==> src/sv/twf_pkg.sv <==
// Package for the text line folder: beat types, sequencer plan, store write port.
// No dependencies; every other file refers to it by scoped names.
`default_nettype none
package twf_pkg;

   localparam int WORD_DEPTH = 63;
   localparam int ADDR_W     = $clog2(WORD_DEPTH);
   localparam int CNT_W      = $clog2(WORD_DEPTH + 1);
   localparam int COL_W      = 6;
   localparam int SUM_W      = 8;

   localparam logic [COL_W-1:0] COL_MAX      = 6'd63;
   localparam logic [COL_W-1:0] LINE_MAX_RST = 6'd63;
   localparam logic [7:0]       CHAR_BLANK   = 8'd32;
   localparam logic [7:0]       CHAR_NEWLINE = 8'd10;
   localparam logic             KIND_CHAR    = 1'b0;
   localparam logic             KIND_FLUSH   = 1'b1;

   typedef struct packed {
      logic       kind;
      logic [7:0] char_in;
   } req_type;

   typedef struct packed {
      logic [7:0] char_out;
      logic       last;
   } rsp_type;

   // beats of one item: optional newline, blanks, held word, optional tail byte
   typedef struct packed {
      logic             nl_pre;
      logic [COL_W-1:0] blanks;
      logic [CNT_W-1:0] wlen;
      logic             tail;
      logic [7:0]       tail_byte;
   } plan_type;

   typedef struct packed {
      logic              en;
      logic [ADDR_W-1:0] addr;
      logic [7:0]        data;
   } wr_type;

   function automatic logic [COL_W-1:0] sat_col(input logic [SUM_W-1:0] v);
      sat_col = (v > SUM_W'(COL_MAX)) ? COL_MAX : v[COL_W-1:0];
   endfunction

endpackage
`default_nettype wire

==> src/sv/text_line_folder.sv <==
// Top level of the greedy word wrap block: wrap decision plus beat sequencer.
// Depends on twf_pkg, twf_ctrl and twf_emit.
//
//   channel | ports                           | direction
//   --------+---------------------------------+----------
//   request | req_valid req_stall req_payload | in
//   result  | rsp_valid rsp_stall rsp_payload | out
//   csr     | csr_valid csr_ready csr_data    | in (line width)
//
// An item with no beat never raises req_stall. Newline, blank and pass-through
// beats leave one per cycle unless rsp_stall holds them; a held word byte goes
// through a store read, then the output register. req_stall is high until the
// last beat of the previous item is in the output register. Synchronous reset
// clears control; the word store is not cleared. csr_ready is always high.
`default_nettype none
module text_line_folder (
   input  wire logic              clock,
   input  wire logic              reset,
   input  wire logic              req_valid,
   output logic                   req_stall,
   input  wire twf_pkg::req_type  req_payload,
   output logic                   rsp_valid,
   input  wire logic              rsp_stall,
   output twf_pkg::rsp_type       rsp_payload,
   input  wire logic              csr_valid,
   output logic                   csr_ready,
   input  wire logic [5:0]        csr_data
);

   logic              busy, accept;
   twf_pkg::plan_type plan;
   twf_pkg::wr_type   wr;

   assign req_stall = busy;
   assign accept    = req_valid && !busy;
   assign csr_ready = 1'b1;

   twf_ctrl u_ctrl (
      .clock       (clock),
      .reset       (reset),
      .accept      (accept),
      .req_payload (req_payload),
      .csr_write   (csr_valid && csr_ready),
      .csr_data    (csr_data),
      .plan        (plan),
      .wr          (wr)
   );

   twf_emit u_emit (
      .clock       (clock),
      .reset       (reset),
      .load        (accept),
      .plan        (plan),
      .wr          (wr),
      .busy        (busy),
      .rsp_valid   (rsp_valid),
      .rsp_stall   (rsp_stall),
      .rsp_payload (rsp_payload)
   );

endmodule
`default_nettype wire

==> src/sv/twf_ctrl.sv <==
// Wrap decision: column, held run state and the limit register; builds the beat plan.
// Depends on twf_pkg.
`default_nettype none
module twf_ctrl (
   input  wire logic                 clock,
   input  wire logic                 reset,
   input  wire logic                 accept,
   input  wire twf_pkg::req_type     req_payload,
   input  wire logic                 csr_write,
   input  wire logic [5:0]           csr_data,
   output twf_pkg::plan_type         plan,
   output twf_pkg::wr_type           wr
);

   logic [twf_pkg::COL_W-1:0] line_max_ff, line_max_in;
   logic [twf_pkg::COL_W-1:0] column_ff, column_in;
   logic                      pending_ff, pending_in;
   logic [twf_pkg::COL_W-1:0] blank_ff, blank_in;
   logic [twf_pkg::CNT_W-1:0] wlen_ff, wlen_in;
   logic                      fold_ff, fold_in;
   logic                      begun_ff, begun_in;

   logic [twf_pkg::SUM_W-1:0] col_e, blk_e, wl_e, lim_e;
   logic [twf_pkg::SUM_W-1:0] sum_c1, sum_cb1, sum_all1, sum_commit, sum_cc1;
   logic [twf_pkg::COL_W-1:0] col_commit;
   logic                      commit_act, is_blank;
   logic [7:0]                ch;

   always_comb begin
      ch         = req_payload.char_in;
      is_blank   = (ch == twf_pkg::CHAR_BLANK);
      col_e      = twf_pkg::SUM_W'(column_ff);
      blk_e      = twf_pkg::SUM_W'(blank_ff);
      wl_e       = twf_pkg::SUM_W'(wlen_ff);
      lim_e      = twf_pkg::SUM_W'(line_max_ff);
      sum_c1     = col_e + 8'd1;
      sum_cb1    = col_e + blk_e + 8'd1;
      sum_all1   = col_e + blk_e + wl_e + 8'd1;
      sum_commit = col_e + blk_e + wl_e;
      col_commit = twf_pkg::sat_col(sum_commit);
      sum_cc1    = twf_pkg::SUM_W'(col_commit) + 8'd1;
      commit_act = pending_ff && !fold_ff;

      line_max_in = csr_write ? csr_data : line_max_ff;
      column_in   = column_ff;
      pending_in  = pending_ff;
      blank_in    = blank_ff;
      wlen_in     = wlen_ff;
      fold_in     = fold_ff;
      begun_in    = begun_ff;

      plan    = '0;
      wr.en   = 1'b0;
      wr.addr = wlen_ff[twf_pkg::ADDR_W-1:0];
      wr.data = ch;

      if (req_payload.kind == twf_pkg::KIND_FLUSH || ch == twf_pkg::CHAR_NEWLINE) begin
         if (commit_act) begin
            plan.blanks = blank_ff;
            plan.wlen   = wlen_ff;
         end
         if (req_payload.kind == twf_pkg::KIND_CHAR) begin
            plan.tail      = 1'b1;
            plan.tail_byte = twf_pkg::CHAR_NEWLINE;
         end
         column_in  = '0;
         pending_in = 1'b0;
         fold_in    = 1'b0;
         begun_in   = 1'b0;
         blank_in   = '0;
         wlen_in    = '0;
      end else if (!pending_ff) begin
         if (is_blank) begin
            pending_in = 1'b1;
            fold_in    = 1'b0;
            begun_in   = 1'b0;
            wlen_in    = '0;
            if (sum_c1 > lim_e) begin
               plan.tail      = 1'b1;
               plan.tail_byte = twf_pkg::CHAR_NEWLINE;
               column_in      = '0;
               fold_in        = 1'b1;
               blank_in       = '0;
            end else begin
               blank_in = 6'd1;
            end
         end else begin
            plan.tail      = 1'b1;
            plan.tail_byte = ch;
            column_in      = twf_pkg::sat_col(sum_c1);
         end
      end else if (fold_ff) begin
         if (!is_blank) begin
            plan.tail      = 1'b1;
            plan.tail_byte = ch;
            column_in      = twf_pkg::sat_col(sum_c1);
            pending_in     = 1'b0;
            fold_in        = 1'b0;
            begun_in       = 1'b0;
            blank_in       = '0;
            wlen_in        = '0;
         end
      end else if (is_blank) begin
         if (begun_ff) begin
            plan.blanks = blank_ff;
            plan.wlen   = wlen_ff;
            pending_in  = 1'b1;
            begun_in    = 1'b0;
            wlen_in     = '0;
            if (sum_cc1 > lim_e) begin
               plan.tail      = 1'b1;
               plan.tail_byte = twf_pkg::CHAR_NEWLINE;
               column_in      = '0;
               fold_in        = 1'b1;
               blank_in       = '0;
            end else begin
               column_in = col_commit;
               fold_in   = 1'b0;
               blank_in  = 6'd1;
            end
         end else if (sum_cb1 > lim_e) begin
            plan.tail      = 1'b1;
            plan.tail_byte = twf_pkg::CHAR_NEWLINE;
            column_in      = '0;
            blank_in       = '0;
            fold_in        = 1'b1;
         end else begin
            blank_in = blank_ff + 6'd1;
         end
      end else if (sum_all1 > lim_e) begin
         plan.nl_pre    = 1'b1;
         plan.wlen      = wlen_ff;
         plan.tail      = 1'b1;
         plan.tail_byte = ch;
         column_in      = twf_pkg::sat_col(wl_e + 8'd1);
         pending_in     = 1'b0;
         fold_in        = 1'b0;
         begun_in       = 1'b0;
         blank_in       = '0;
         wlen_in        = '0;
      end else if (wl_e >= twf_pkg::SUM_W'(twf_pkg::WORD_DEPTH)) begin
         plan.blanks    = blank_ff;
         plan.wlen      = wlen_ff;
         plan.tail      = 1'b1;
         plan.tail_byte = ch;
         column_in      = twf_pkg::sat_col(sum_cc1);
         pending_in     = 1'b0;
         fold_in        = 1'b0;
         begun_in       = 1'b0;
         blank_in       = '0;
         wlen_in        = '0;
      end else begin
         wr.en    = 1'b1;
         wlen_in  = wlen_ff + twf_pkg::CNT_W'(1);
         begun_in = 1'b1;
      end

      if (!accept) begin
         wr.en      = 1'b0;
         column_in  = column_ff;
         pending_in = pending_ff;
         blank_in   = blank_ff;
         wlen_in    = wlen_ff;
         fold_in    = fold_ff;
         begun_in   = begun_ff;
      end
   end

   always_ff @(posedge clock) begin
      if (reset) begin
         line_max_ff <= twf_pkg::LINE_MAX_RST;
         column_ff   <= '0;
         pending_ff  <= 1'b0;
         blank_ff    <= '0;
         wlen_ff     <= '0;
         fold_ff     <= 1'b0;
         begun_ff    <= 1'b0;
      end else begin
         line_max_ff <= line_max_in;
         column_ff   <= column_in;
         pending_ff  <= pending_in;
         blank_ff    <= blank_in;
         wlen_ff     <= wlen_in;
         fold_ff     <= fold_in;
         begun_ff    <= begun_in;
      end
   end

endmodule
`default_nettype wire

==> src/sv/twf_emit.sv <==
// Beat sequencer: word store memory, plan counters and the result output register.
// Depends on twf_pkg.
`default_nettype none
module twf_emit (
   input  wire logic               clock,
   input  wire logic               reset,
   input  wire logic               load,
   input  wire twf_pkg::plan_type  plan,
   input  wire twf_pkg::wr_type    wr,
   output logic                    busy,
   output logic                    rsp_valid,
   input  wire logic               rsp_stall,
   output twf_pkg::rsp_type        rsp_payload
);

   logic [7:0] mem [twf_pkg::WORD_DEPTH];
   logic [7:0] rd_data_ff;

   logic                      nl_ff, nl_in;
   logic [twf_pkg::COL_W-1:0] blanks_ff, blanks_in;
   logic [twf_pkg::CNT_W-1:0] wlen_ff, wlen_in;
   logic [twf_pkg::CNT_W-1:0] widx_ff, widx_in;
   logic                      tail_ff, tail_in;
   logic [7:0]                tbyte_ff, tbyte_in;
   logic                      primed_ff, primed_in;
   logic                      rvalid_ff, rvalid_in;
   twf_pkg::rsp_type          rdata_ff, rdata_in;

   logic free, word_phase, word_left, word_last;

   always_comb begin
      word_left  = (widx_ff != wlen_ff);
      word_last  = ((widx_ff + twf_pkg::CNT_W'(1)) == wlen_ff);
      busy       = nl_ff || (blanks_ff != '0) || word_left || tail_ff;
      word_phase = !nl_ff && (blanks_ff == '0) && word_left;
      free       = !rvalid_ff || !rsp_stall;

      nl_in     = nl_ff;
      blanks_in = blanks_ff;
      wlen_in   = wlen_ff;
      widx_in   = widx_ff;
      tail_in   = tail_ff;
      tbyte_in  = tbyte_ff;
      primed_in = 1'b0;
      rvalid_in = rvalid_ff && rsp_stall;
      rdata_in  = rdata_ff;

      if (load) begin
         nl_in     = plan.nl_pre;
         blanks_in = plan.blanks;
         wlen_in   = plan.wlen;
         widx_in   = '0;
         tail_in   = plan.tail;
         tbyte_in  = plan.tail_byte;
      end else if (word_phase) begin
         primed_in = 1'b1;
         if (primed_ff && free) begin
            primed_in         = 1'b0;
            rvalid_in         = 1'b1;
            rdata_in.char_out = rd_data_ff;
            rdata_in.last     = word_last && !tail_ff;
            widx_in           = widx_ff + twf_pkg::CNT_W'(1);
         end
      end else if (busy && free) begin
         rvalid_in = 1'b1;
         if (nl_ff) begin
            rdata_in.char_out = twf_pkg::CHAR_NEWLINE;
            rdata_in.last     = (blanks_ff == '0) && !word_left && !tail_ff;
            nl_in             = 1'b0;
         end else if (blanks_ff != '0) begin
            rdata_in.char_out = twf_pkg::CHAR_BLANK;
            rdata_in.last     = (blanks_ff == 6'd1) && !word_left && !tail_ff;
            blanks_in         = blanks_ff - 6'd1;
         end else begin
            rdata_in.char_out = tbyte_ff;
            rdata_in.last     = 1'b1;
            tail_in           = 1'b0;
         end
      end
   end

   always_ff @(posedge clock) begin
      if (wr.en) begin
         mem[wr.addr] <= wr.data;
      end
      rd_data_ff <= mem[widx_ff[twf_pkg::ADDR_W-1:0]];
   end

   always_ff @(posedge clock) begin
      if (reset) begin
         nl_ff     <= 1'b0;
         blanks_ff <= '0;
         wlen_ff   <= '0;
         widx_ff   <= '0;
         tail_ff   <= 1'b0;
         primed_ff <= 1'b0;
         rvalid_ff <= 1'b0;
      end else begin
         nl_ff     <= nl_in;
         blanks_ff <= blanks_in;
         wlen_ff   <= wlen_in;
         widx_ff   <= widx_in;
         tail_ff   <= tail_in;
         primed_ff <= primed_in;
         rvalid_ff <= rvalid_in;
      end
      tbyte_ff <= tbyte_in;
      rdata_ff <= rdata_in;
   end

   assign rsp_valid   = rvalid_ff;
   assign rsp_payload = rdata_ff;

endmodule
`default_nettype wire
==> config.mk <==
export PLATFORM = sky130hd
export DESIGN_NAME = text_line_folder
export DESIGN_NICKNAME = d
export VERILOG_FILES = /design/src/sv/twf_pkg.sv /design/src/sv/text_line_folder.sv /design/src/sv/twf_ctrl.sv /design/src/sv/twf_emit.sv
export SDC_FILE = /design/constraint.sdc
export NUM_CORES = 1
export LEC_CHECK = 0
export BUFFER_PORTS_ARGS = -buffer_cell sky130_fd_sc_hd__buf_2
export CORE_MARGIN = 8
export CORE_UTILIZATION = 55
export DETAILED_ROUTE_END_ITERATION = 8
export GPL_TIMING_DRIVEN = 0
export PLACE_DENSITY = 0.71
export SYNTH_ARGS = -nofsm -noshare
export SYNTH_HDL_FRONTEND = slang
export SYNTH_SLANG_ARGS = --single-unit
==> constraint.sdc <==
create_clock -name clock -period 8.9 [get_ports clock]
set_input_delay 0.445 -clock clock [delete_from_list [all_inputs] [get_ports clock]]
set_output_delay 0.445 -clock clock [all_outputs]
set_load 0.1 [all_outputs]
**Yosys cells after proc, flatten, opt, wreduce, memory -nomap -nowiden**

Memories as Yosys holds them, arrays and structs flattened. A register that Yosys moved wholly into a read port is not among the register bits.
Index checks and enable logic that the tools add are counted.

- Bits in registers: 66
- RAM bits: 504
- Input port bits: 20
- Output and inout port bits: 12
- Logic and storage cells: 205
- Memories kept: 1

- Add/sub/neg operators: 11
- Magnitude comparators: 9
- Eq/ne operators: 14
- Multiplexer cells: 108
- Bitwise operators: 2
- Reductions and logical operators: 43

Memory list:

| memory | words | width | read ports | clocked after Yosys merged registers in | write ports | line | text |
|---|---|---|---|---|---|---|---|
| u_emit.mem | 63 | 8 | 1 | 1 | 1 | twf_emit.sv:16 | `logic [7:0] mem [twf_pkg::WORD_DEPTH];` |

Operator list:

| cell | number |
|---|---|
| two-way mux 6 bit | 40 |
| two-way mux 9 bit | 14 |
| two-way mux 21 bit | 3 |
| two-way mux 1 bit | 46 |
| > comparator 8 x 6 -> 1 bit | 4 |
| > comparator 8 x 6 -> 1 bit (second input constant) | 4 |
| two-way mux 13 bit | 2 |
| two-way mux 12 bit | 2 |
| adder 6 x 1 -> 7 bit (second input constant) | 3 |
| adder 6 x 1 -> 6 bit (second input constant) | 3 |
| adder 8 x 1 -> 8 bit (second input constant) | 2 |
| AND reduction 4 bit | 4 |
| two-way mux 15 bit | 1 |
| logical AND 1 bit | 12 |
| adder 8 x 6 -> 8 bit | 1 |
| equality test 8 x 4 -> 1 bit (second input constant) | 1 |
| equality test 8 x 6 -> 1 bit (second input constant) | 1 |
| != test 2 bit (second input constant) | 4 |
| != test 4 bit (second input constant) | 2 |
| adder 6 x 6 -> 7 bit | 1 |
| logical NOT 1 bit | 7 |
| equality test 6 x 1 -> 1 bit (second input constant) | 1 |
| equality test 6 bit | 1 |
| >= comparator 6 bit (second input constant) | 1 |
| 17 further kinds | 27 |

**Logic depth before layout (Yosys ltp)**

Gate-level depths: netlist of the first run.

- Depth in word-level cells: 13
- Mapped depth: 23

**Hierarchy**

Synthesis of the first run repeated with hierarchy kept, for this count alone.

- Cell total of the unflattened synthesis: 1636
- Area total of the unflattened synthesis: 25553.3 µm²

Modules (own cells, without submodules):

| module | instances | cells an instance | area an instance (µm²) | sequential area each (µm²) |
|---|---|---|---|---|
| twf_emit | 1 | 1134 | 21818.4 | 16245.6 |
| twf_ctrl | 1 | 499 | 3709.8 | 540.5 |
| text_line_folder | 1 | 3 | 25.0 | 0.0 |

**Worst setup path before layout of the first run**

Ideal clock, no wire load.

- Path type: register -> register
- Start point: register u_ctrl.column_ff[0] (netlist bit)
- End point: memory u_emit.mem[53][0], enable pin
- Data arrival time: 5.106 ns
- Path slack: 3.424 ns
- Stages on the path, launching flop included: 22
- Path through: dfxtp_1 -> ha_1 -> fa_1 -> a21o_1 -> a21oi_1 -> xnor2_1 -> ha_1 -> a21o_1 -> a31o_2 -> nor2_1 -> xnor2_1 -> xnor2_1 -> ha_1 -> a21oi_1 -> nand2_1 -> o21ai_0 -> a31oi_1 -> or2_0 -> or4_4 -> nor2_1 -> nand3_1 -> nor2_1

- Cells in the longest elaborated chain, start to end: 12

Ends and longest elaborated chain:

| element | line | text |
|---|---|---|
| from (decl) | twf_ctrl.sv:16 | `logic [twf_pkg::COL_W-1:0] column_ff, column_in;` |
| from (signal assigned) | twf_ctrl.sv:180 | `column_ff <= column_in;` |
| adder 6 x 6 -> 7 bit | twf_ctrl.sv:38 | `sum_all1 = col_e + blk_e + wl_e + 8'd1;` |
| adder 8 x 6 -> 8 bit | twf_ctrl.sv:38 |  |
| adder 8 x 1 -> 8 bit | twf_ctrl.sv:38 |  |
| > comparator 8 x 6 -> 1 bit | twf_ctrl.sv:130 | `end else if (sum_all1 > lim_e) begin` |
| two-way mux 1 bit | twf_ctrl.sv:130 |  |
| two-way mux 1 bit | twf_ctrl.sv:103 | `end else if (is_blank) begin` |
| two-way mux 1 bit | twf_ctrl.sv:92 | `end else if (fold_ff) begin` |
| two-way mux 1 bit | twf_ctrl.sv:72 | `end else if (!pending_ff) begin` |
| two-way mux 1 bit | twf_ctrl.sv:57 | `if (req_payload.kind == twf_pkg::KIND_FLUSH \|\| ch == twf_pkg::CHAR_NEWLINE) begin` |
| two-way mux 1 bit | twf_ctrl.sv:158 | `if (!accept) begin` |
| two-way mux 1 bit | twf_emit.sv:83 | `if (wr.en) begin` |
| two-way mux 1 bit (not written as such) | twf_emit.sv:84 | `mem[wr.addr] <= wr.data;` |
| to (decl) | twf_emit.sv:16 |  |

Every way passes these cells.

**Final worst setup path of the first run**

- Start point: register u_ctrl.column_ff[0] (netlist bit)
- End point: memory u_emit.mem[11][1], enable pin

The elaborated chain is that of the path after synthesis.

==> out/summary.txt, run 1 <==
Crit path kind -> reg2reg
Post-layout util -> 61.9%
Crit path max fanout -> 8
Final Hold Vio Count -> 0
Critical Path Source Type -> register
Root Buffer -> clkbuf_16
CTS Sinks -> 578
RSZ-0062 raised after global routing -> no
CTS Hold Bufs -> 0
Total CTS buffers -> 56
Cell Pwr Density -> 214 mW/mm^2
Area grow syn2layout -> 10.8%
Detailed-route DRC error count -> 0
Synth Area in XOR/XNOR -> 1.52%
Die H -> 228 um
Pleak -> 0.00874 uW
Global-route wire length before repair -> 85.9 mm
Vias per cell -> 6.37
Fillers -> 3143
Final setup fails -> 0
Post-synth top area share -> 63.1%
Post-Synth Adder-Cell Area -> 2.33%
Buffers on Ports -> 29
Post-Synthesis Cells -> 1476
Crit. End Element -> register
Avg WL per Cell -> 26.0 um
Asr flop ratio synth -> 0%
Register bit total from synthesis -> 578
Clock latency at the later pin of the worst-skew pair -> 0.61 ns
Worst reg2reg path endpoint -> u_emit.mem[11][1]
Reg2reg path depth -> 19
Grt total ovfl -> 0
Synth area leader -> edfxtp_1
Largest family of logic cells by synthesized area -> multiplexers
Pin count of the biggest net entering global routing -> 69
Synth warn -> 0
Tot Pwr -> 5870 uW
Worst Tran Pin Value -> 1.45 ns
Postcts setup bufs -> 0
Post-synthesis simple-gate area fraction -> 6.48%
CTS tree -> built
Clock tree buffer depth -> 3
Layout net count -> 1628
Max Clk Rate -> 136 MHz
Vias in the first global route -> 13717
Post-synthesis compound-gate area fraction -> 5.11%
Share of layout cells above drive strength 1 -> 17.7%
Ys flop type -> edfxtp_1
Boundary Pins -> 32
Antenna fix cells -> 0
Tot GR Track Use -> 21.6%
Die Wd -> 228 um
Final ANT Viol Nets -> 0
Multiplexer share of the synthesized area -> 15.2%
Die area -> 0.0521 mm^2
Crit path DAT -> 7.58 ns
Post-synth EDFFs -> 521
Clock transition at path regs -> 0.06 ns
Drt pass-1 iters -> 6
Hold_sp -> csr_data[5]
Htree depth -> 2
DP HPWL -> 36.9 mm
RR Startpoint -> u_ctrl.column_ff[0]
Syn avg cell area -> 16.8 um^2
Hold Crit Class -> in2reg
Worst hold stages -> 3
Initial drt markers -> 1822
Via count -> 13968
Drt total wl -> 57.0 mm
Post-route clock period utilization -> 82.6%
Reg-to-reg slack, setup -> 1.55 ns
Post-Synthesis Cell Area -> 0.0248 mm^2
GP Congestion -> 0.892
Commonest non-fill, non-tap cell in the layout -> edfxtp_1
Netlist cell types -> 76
Post_cts resized -> 0
Busiest grt layer -> met2
Final Max Tran Viols -> 0
Post-route minimum period -> 7.35 ns
Most frequent cells in the layout -> 521 x edfxtp_1, 160 x mux4_2, 116 x nor2_1
GRT met1 Usage -> 30.7%
Site row count -> 77
VDD IR max -> 314 uV
Slew margin rel. -> 3.40%
Hold EP -> u_ctrl.line_max_ff[5]
Post-synthesis sequential area ratio -> 67.7%
Setup TNS -> 0 ns
Max-Cap Viols -> 0
Req. time, crit path -> 9.13 ns
Met3 usage -> 3.51%
Initial Utilization -> 55.9%
Syn Nets -> 1541
Setup Skew -> 0.0144 ns
Initial antenna violation count -> 1
Total core area -> 0.0443 mm^2
Status -> finished, final reports clean
Synth top area cells -> edfxtp_1 63%, mux4_2 15%, dfxtp_1 4.6%
GR Layer Usage met2 -> 34.7%
sequential cells by signal, summed over array words and instances (netlist names), 6 cells and up:
register	count
u_ctrl.wlen_ff	6
u_emit.blanks_ff	6
u_ctrl.line_max_ff	6
u_emit.widx_ff	6
u_ctrl.column_ff	6
u_emit.wlen_ff	6
u_emit.mem	504
u_emit.tbyte_ff	8
u_ctrl.blank_ff	6
u_emit.rd_data_ff	8
u_emit.rsp_payload	9
synthesized netlist by cell type (11+ instances only):
cell / count
nand3_1: 41
and2_1: 11
nand2_1: 78
nor2_1: 116
a21oi_1: 51
dfxtp_1: 57
clkbuf_1: 61
ha_1: 43
mux2i_1: 13
xor2_1: 17
or3_1: 13
inv_1: 29
o21ai_0: 34
edfxtp_1: 521
o211ai_1: 11
mux4_2: 160
buf_1: 15
xnor2_1: 26
nor3_1: 17
critical path, stage by stage (launching register included):
cell and delay [ns]:
dfxtp_1 0.40, ha_1 0.27, fa_1 0.46, xor2_1 0.42, ha_1 0.37, a21oi_1 0.23
a21boi_1 0.16, nor4_1 0.72, nand2_1 0.19, xnor2_1 0.25, ha_1 0.27, a21oi_1 0.17
nand2_1 0.06, o21ai_0 0.07, a31oi_1 0.10, or2_0 0.35, or4_4 0.57, nor2_1 0.26
nand3_1 0.68, nor2_1 0.96
metrics by stage:
stage / worst slack, ns / cell area (um^2) / instances / hold slack (ns)
6_report: 1.55 / 27500 / 2194 / 0.0523
2_1_floorplan: 3.42 / 24800 / 1476 / 0.471
4_1_cts: 1.84 / 27500 / 2194 / 0.0389
5_1_grt: 1.22 / 27500 / 2194 / 0.0704
3_3_place_gp: 1.88 / 25700 / 2097 / 0.495
3_5_place_dp: 1.83 / 25700 / 2097 / 0.498
kinds of logic (layout without fill, tap and decap cells):
group	after synthesis	in the layout
AOI/OAI and AO/OA	189	189
muxes	175	175
xor gates and xnor gates	43	43
adders and majority gates	45	45
and+or+nand+nor	337	337
other	1	1
DFF	578	578
buffers and inverters	108	234
how the worst max path moves through the flow:
| stage | from | endpoint | slack [ns] | cells after the start |
|---|---|---|---|---|
| 2_1_floorplan | u_ctrl.column_ff[0] | u_emit.mem[53][0] | 3.42 | 21 |
| 3_3_place_gp | u_ctrl.column_ff[0] | u_emit.mem[35][3] | 1.88 | 19 |
| 3_5_place_dp | u_ctrl.column_ff[0] | u_emit.mem[33][2] | 1.83 | 19 |
| 4_1_cts | u_ctrl.column_ff[0] | u_emit.mem[35][2] | 1.84 | 19 |
| 5_1_grt | u_ctrl.column_ff[0] | u_emit.mem[35][3] | 1.22 | 19 |
| 6_report | u_ctrl.column_ff[0] | u_emit.mem[11][1] | 1.55 | 19 |
power by group:
group / total (uW) / internal [uW] / leakage (uW) / switching [uW]
logic: 516 / 116 / 0.00271 / 400
registers: 3040 / 3020 / 0.00516 / 24.1
clock network: 2320 / 1330 / 0.000874 / 988
total: 5870 / 4460 / 0.00874 / 1410
final cells by class:
class	instances	area [um^2]	area share (%)
Clock inverter	31	304	1.11
Buffer	78	298	1.08
Multi-Input combinational cell	790	7590	27.6
Timing Repair Buffer	29	145	0.529
Tap cell	592	741	2.70
Inverter	30	113	0.410
Sequential cell	578	16800	61.1
Clock buffer	66	1480	5.39
layer usage:
metal / share of wire, % / vias to the layer above
met4: 2.3 / 0
met3: 7.9 / 98
met1: 42 / 7149
li1: - / 6096
met2: 48 / 625
met5: 0 / -
No activity file was read; power rests on OpenSTA's default activity.
==> run 2, diff against run 1 <==
--- a/config.mk
+++ b/config.mk
@@ -10,7 +10,7 @@
 export CORE_UTILIZATION = 55
 export DETAILED_ROUTE_END_ITERATION = 8
 export GPL_TIMING_DRIVEN = 0
-export PLACE_DENSITY = 0.71
+export PLACE_DENSITY = 0.74
 export SYNTH_ARGS = -nofsm -noshare
 export SYNTH_HDL_FRONTEND = slang
 export SYNTH_SLANG_ARGS = --single-unit
==> constraint.sdc (replaced) <==
create_clock -name clock -period 6.4 [get_ports clock]
set_input_delay 0.32 -clock clock [delete_from_list [all_inputs] [get_ports clock]]
set_output_delay 0.32 -clock clock [all_outputs]
set_load 0.1 [all_outputs]
==> run 2 against run 1 <==
Against the previous run: non-clock buffer count up 36; first-iteration DRC count down 9.3%; global-route usage up 0.68 points; wire length up 6.5%; maximum frequency up 21%; register-to-register slack worse by 1.2 ns; worst setup slack worse by 1.2 ns; die area unchanged; sequential cell count unchanged; count of clock-buffer cells in the layout down 1; critical endpoint is now u_emit.mem[44][1].
==> out/summary.txt, run 2 (synthesized netlist as in run 1, its figures left out) <==
Via count -> 14426
Max Clk Rate -> 164 MHz
Pleak -> 0.00908 uW
Crit path DAT -> 6.34 ns
Commonest non-fill, non-tap cell in the layout -> edfxtp_1
RR Startpoint -> u_ctrl.blank_ff[0]
Crit. End Element -> register
Largest register FFs -> 504
Clock transition at path regs -> 0.06 ns
Final Hold Vio Count -> 0
Area grow syn2layout -> 15.6%
Root Buffer -> clkbuf_16
Initial Utilization -> 55.9%
Boundary Pins -> 32
Share of layout cells above drive strength 1 -> 24.5%
Setup Skew -> 0.0258 ns
DP HPWL -> 37.0 mm
Crit path max fanout -> 8
VDD IR max -> 482 uV
Drt pass-1 iters -> 7
Clock tree buffer depth -> 3
Design area -> 0.0287 mm^2
Vias per cell -> 6.46
CTS tree -> built
Slew margin rel. -> 6.78%
Crit path kind -> reg2reg
Hold Crit Class -> in2reg
Pin count of the biggest net entering global routing -> 69
Initial drt markers -> 1653
Avg WL per Cell -> 27.2 um
Drt total wl -> 60.7 mm
Die Wd -> 228 um
Area after DPL -> 0.0257 mm^2
Status -> finished, final reports clean
Global-route wire length before repair -> 88.7 mm
Post-route minimum period -> 6.08 ns
Final ANT Viol Nets -> 0
Hold_sp -> rsp_stall
Htree depth -> 2
Layout net count -> 1662
CTS Sinks -> 578
Crit. Startpoint -> u_ctrl.blank_ff[0]
Most frequent cells in the layout -> 521 x edfxtp_1, 160 x mux4_2, 74 x nand2_1
GP Congestion -> 0.875
Req. time, crit path -> 6.66 ns
Cell Pwr Density -> 285 mW/mm^2
Cell Chain, Critical Path -> ha_1 -> fa_1 -> a21o_1 -> a21oi_2 -> xnor2_2 -> ha_2 -> a21o_1 -> a31o_2 -> nor2_1 -> xnor2_1 -> xnor2_1 -> ha_1 -> a21oi_1 -> nand2_1 -> o21ai_0 -> a31oi_1 -> or2_0 -> or4_4 -> nor3_4 -> buf_12 -> nand2_4 -> nor2_4
Die H -> 228 um
Fillers -> 2908
Final Max Tran Viols -> 0
Buffers on Ports -> 29
Post-route clock period utilization -> 95.0%
Worst Tran Pin Value -> 1.40 ns
Site row count -> 77
Initial antenna violation count -> 2
Tot GR Track Use -> 22.3%
Total core area -> 0.0443 mm^2
Vias in the first global route -> 14142
Most flops, register -> u_emit.mem
Detailed-route DRC error count -> 0
Grt total ovfl -> 0
Post-layout util -> 64.7%
Crit path max-delay cell type -> or4_4
Critical Path Source Type -> register
Max-Cap Viols -> 0
Die area -> 0.0521 mm^2
Critical path's largest stage delay -> 0.58 ns
Total CTS buffers -> 54
Clock latency at the later pin of the worst-skew pair -> 0.61 ns
Final setup fails -> 0
-- run 2: cell types whose count changed in the layout (fill, tap and decap cells not counted), sizes merged --
cell	delta
dlygate4sd3	+7
clkinvlp	+1
clkinv	+2
clkbuf	-1
inv	+1
diode	+1
buf	+29
-- run 2: layout make-up --
class / count / area, um^2 / share of cell area, %
Clock buffer: 65 / 1420 / 4.97
Clock inverter: 35 / 332 / 1.16
Timing Repair Buffer: 65 / 758 / 2.65
Antenna cell: 1 / 2.50 / 0.00873
Sequential cell: 578 / 16800 / 58.6
Buffer: 78 / 298 / 1.04
Inverter: 30 / 113 / 0.393
Tap cell: 592 / 741 / 2.58
Multi-Input combinational cell: 790 / 8210 / 28.6
-- run 2: final timing paths --
| check | endpoint | cells after the start | slack, ns |
|---|---|---|---|
| setup reg to reg | u_emit.mem[44][1] | 22 | 0.32 |
| hold / removal | u_emit.rsp_valid | 3 | 0.09 |
| hold reg to reg | u_emit.wlen_ff[2] | 1 | 0.54 |
| setup / recovery | u_emit.mem[44][1] | 22 | 0.32 |
-- run 2: per-layer routing --
layer  wire length [um]  GRT usage (%)  part of all wire [%]  vias up
met5                  0              0                     0        -
met4               2080           7.12                   3.4        0
met3               5450           5.01                   9.0      126
met2              29300           36.0                    48      780
met1              23900           30.1                    39     7366
li1                   -              -                     -     6154
-- run 2: where the power goes --
group,internal [uW],total (uW),switching [uW]
logic,165,733,567
clock network,1800,3200,1400
registers,4190,4230,34.1
total,6160,8160,2000
-- run 2: worst max-delay path: cells and delay by family, from the launching register on --
| kind | cells | cell delay [ns] |
|---|---|---|
| and+or+nand+nor | 7 | 2.00 |
| adders and majority gates | 4 | 1.44 |
| buffers and inverters | 1 | 0.16 |
| xor gates and xnor gates | 3 | 0.59 |
| DFF | 1 | 0.39 |
| AOI/OAI and AO/OA | 7 | 1.16 |
-- run 2: stage by stage --
stage / hold slack [ns] / TNS, ns / worst slack (ns) / power [uW] / instances
2_1_floorplan: 0.419 / 0 / 0.924 / 4840 / 1476
3_3_place_gp: 0.494 / -194.02 / -0.555 / 5000 / 2097
3_5_place_dp: 0.497 / -219.68 / -0.639 / 5030 / 2097
4_1_cts: 0.0532 / -6.74 / -0.0722 / 8170 / 2204
5_1_grt: 0.0840 / -0.525 / -0.0223 / 8380 / 2233
6_report: 0.0858 / 0 / 0.318 / 8160 / 2234
-- run 2: timing repair --
| action | 4_1_cts | 5_1_grt |
|---|---|---|
| gates cloned | 0 | 0 |
| setup endpoints to repair | 504 | 515 |
| hold buffers | 7 | 0 |
| endpoints found under the hold margin | 6 | 0 |
| buffers inserted | 0 | 29 |
| pin swaps | 0 | 39 |
| gates resized for setup | 126 | 28 |
==> run 3, diff against run 2 <==
--- a/config.mk
+++ b/config.mk
@@ -10,7 +10,7 @@
 export CORE_UTILIZATION = 55
 export DETAILED_ROUTE_END_ITERATION = 8
 export GPL_TIMING_DRIVEN = 0
-export PLACE_DENSITY = 0.74
+export PLACE_DENSITY = 0.71
 export SYNTH_ARGS = -nofsm -noshare
 export SYNTH_HDL_FRONTEND = slang
 export SYNTH_SLANG_ARGS = --single-unit
==> constraint.sdc (replaced) <==
create_clock -name clock -period 7.5 [get_ports clock]
set_input_delay 0.375 -clock clock [delete_from_list [all_inputs] [get_ports clock]]
set_output_delay 0.375 -clock clock [all_outputs]
set_load 0.1 [all_outputs]
==> run 3 against run 2 <==
Against the previous run: clock power is 14% lower; count of clock-buffer cells in the layout grew 1; sequential share of layout area is 2.3 points higher; utilization decreased by 2.5 points; first-iteration DRC count increased by 22%; critical endpoint is now u_emit.mem[41][1]; largest cell class unchanged; largest power group unchanged.
==> out/summary.txt, run 3 (synthesized netlist as in run 1, its figures left out) <==
Drt total wl -> 57.1 mm
Final Hold Vio Count -> 0
Vias in the first global route -> 13744
Vias per cell -> 6.37
Drt pass-1 iters -> 5
RSZ-0062 raised after global routing -> yes
Antenna fix cells -> 0
Status -> finished, final reports clean
Initial antenna violation count -> 1
Most flops, register -> u_emit.mem
Site row count -> 77
Critical Path Source Type -> register
Post-route minimum period -> 7.23 ns
Cell Pwr Density -> 253 mW/mm^2
Area grow syn2layout -> 11.2%
Reg-to-reg slack, setup -> 0.27 ns
Grt total ovfl -> 0
Worst hold stages -> 3
Initial Utilization -> 55.9%
Final Max Tran Viols -> 0
Clock tree buffer depth -> 3
Req. time, crit path -> 7.73 ns
VDD IR max -> 372 uV
Slew margin rel. -> 4.21%
Hold_sp -> csr_valid
Clock latency at the later pin of the worst-skew pair -> 0.61 ns
Root Buffer -> clkbuf_16
Worst reg2reg path endpoint -> u_emit.mem[41][1]
Share of layout cells above drive strength 1 -> 19.0%
Crit. End Element -> register
Total core area -> 0.0443 mm^2
Place WS -> 0.434 ns
Most frequent cells in the layout -> 521 x edfxtp_1, 160 x mux4_2, 95 x nor2_1
Setup Skew -> 0.0133 ns
Hold Crit Class -> in2reg
GP Congestion -> 0.892
Total CTS buffers -> 56
Hold EP -> u_ctrl.line_max_ff[0]
Reg2reg path depth -> 19
Max-Cap Viols -> 0
Critical path's largest stage delay -> 0.90 ns
Clock transition at path regs -> 0.06 ns
Post-layout util -> 62.2%
Worst Tran Pin Value -> 1.44 ns
Die H -> 228 um
Max Clk Rate -> 138 MHz
Final hold slack -> 0.0255 ns
CTS tree -> built
Buffers on Ports -> 29
Via count -> 14009
Die Wd -> 228 um
Commonest non-fill, non-tap cell in the layout -> edfxtp_1
DP HPWL -> 36.9 mm
RR Startpoint -> u_ctrl.column_ff[0]
CTS Sinks -> 578
Final Non-Filler Cells -> 2200
Crit path DAT -> 7.46 ns
Crit path kind -> reg2reg
Crit path max fanout -> 8
Avg WL per Cell -> 26.0 um
Pleak -> 0.00876 uW
Final setup fails -> 0
Largest register FFs -> 504
Pin count of the biggest net entering global routing -> 69
Global-route wire length before repair -> 86.0 mm
Final worst setup slack -> 0.270 ns
Cell Chain, Critical Path -> ha_1 -> fa_1 -> xor2_1 -> ha_1 -> a21oi_1 -> a21boi_1 -> nor4_1 -> nand2_1 -> xnor2_1 -> ha_1 -> a21oi_1 -> nand2_1 -> o21ai_0 -> a31oi_1 -> or2_0 -> or4_4 -> nor2_1 -> nand3_1 -> nor2_1
Die area -> 0.0521 mm^2
Initial drt markers -> 2014
Boundary Pins -> 32
Tot GR Track Use -> 21.7%
Tot Pwr -> 6970 uW
Layout net count -> 1634
Post-route clock period utilization -> 96.4%
Detailed-route DRC error count -> 0
Final ANT Viol Nets -> 0
Most Frequent Cell on Critical Path -> ha_1
Placed cells -> 2097
Crit path max-delay cell type -> nor2_1
Htree depth -> 2
run 3: per-layer routing:
layer  global-route usage, %  vias up  part of all wire, %
met5                       0        -                    0
met4                    6.08        0                  2.1
met3                    3.55       91                  7.9
met2                    34.8      621                   48
met1                    30.7     7189                   42
li1                        -     6108                    -
run 3: repair_timing:
| item | 4_1_cts | 5_1_grt |
|---|---|---|
| hold buffers | 6 | 0 |
| hold endpoints to repair | 6 | 0 |
| endpoints found under the setup margin | 0 | 232 |
| buffers inserted | 0 | 0 |
| gates resized for setup | 0 | 21 |
run 3: power by group:
part / internal [uW] / total, uW / switching, uW
sequential: 3580 / 3610 / 28.5
clock: 1580 / 2750 / 1180
combinational: 139 / 614 / 475
run 3: layout make-up:
class / instances / area, um^2
tap: 592 / 741
timing repair buffer: 35 / 205
multi-input combinational: 790 / 7640
inverter: 30 / 113
fill: 3138 / 16800
clock inverter: 31 / 304
clock buffer: 66 / 1480
sequential: 578 / 16800
buffer: 78 / 298
run 3: metrics by stage:
step           area (um^2)  TNS (ns)
2_1_floorplan        24800         0
3_3_place_gp         25700         0
3_5_place_dp         25700         0
4_1_cts              27500         0
5_1_grt              27600    -12.45
6_report             27600         0
run 3: worst max path at each step:
stage                   startpoint           endpoint  slack (ns)  cells past startpoint
6_report       u_ctrl.column_ff[0]  u_emit.mem[41][1]        0.27                     19
5_1_grt        u_ctrl.column_ff[0]  u_emit.mem[35][3]       -0.18                     19
4_1_cts        u_ctrl.column_ff[0]  u_emit.mem[35][2]        0.44                     19
3_5_place_dp   u_ctrl.column_ff[0]  u_emit.mem[33][2]        0.43                     19
3_3_place_gp   u_ctrl.column_ff[0]  u_emit.mem[35][3]        0.48                     19
2_1_floorplan  u_ctrl.column_ff[0]  u_emit.mem[53][0]        2.02                     21
run 3: critical path, delay by kind of cell, from the launching register on:
| kind | cells | cell delay (ns) |
|---|---|---|
| compound gates | 5 | 0.75 |
| fa+ha+maj | 4 | 1.37 |
| simple gates | 8 | 3.67 |
| flops | 1 | 0.40 |
| xor+xnor | 2 | 0.66 |
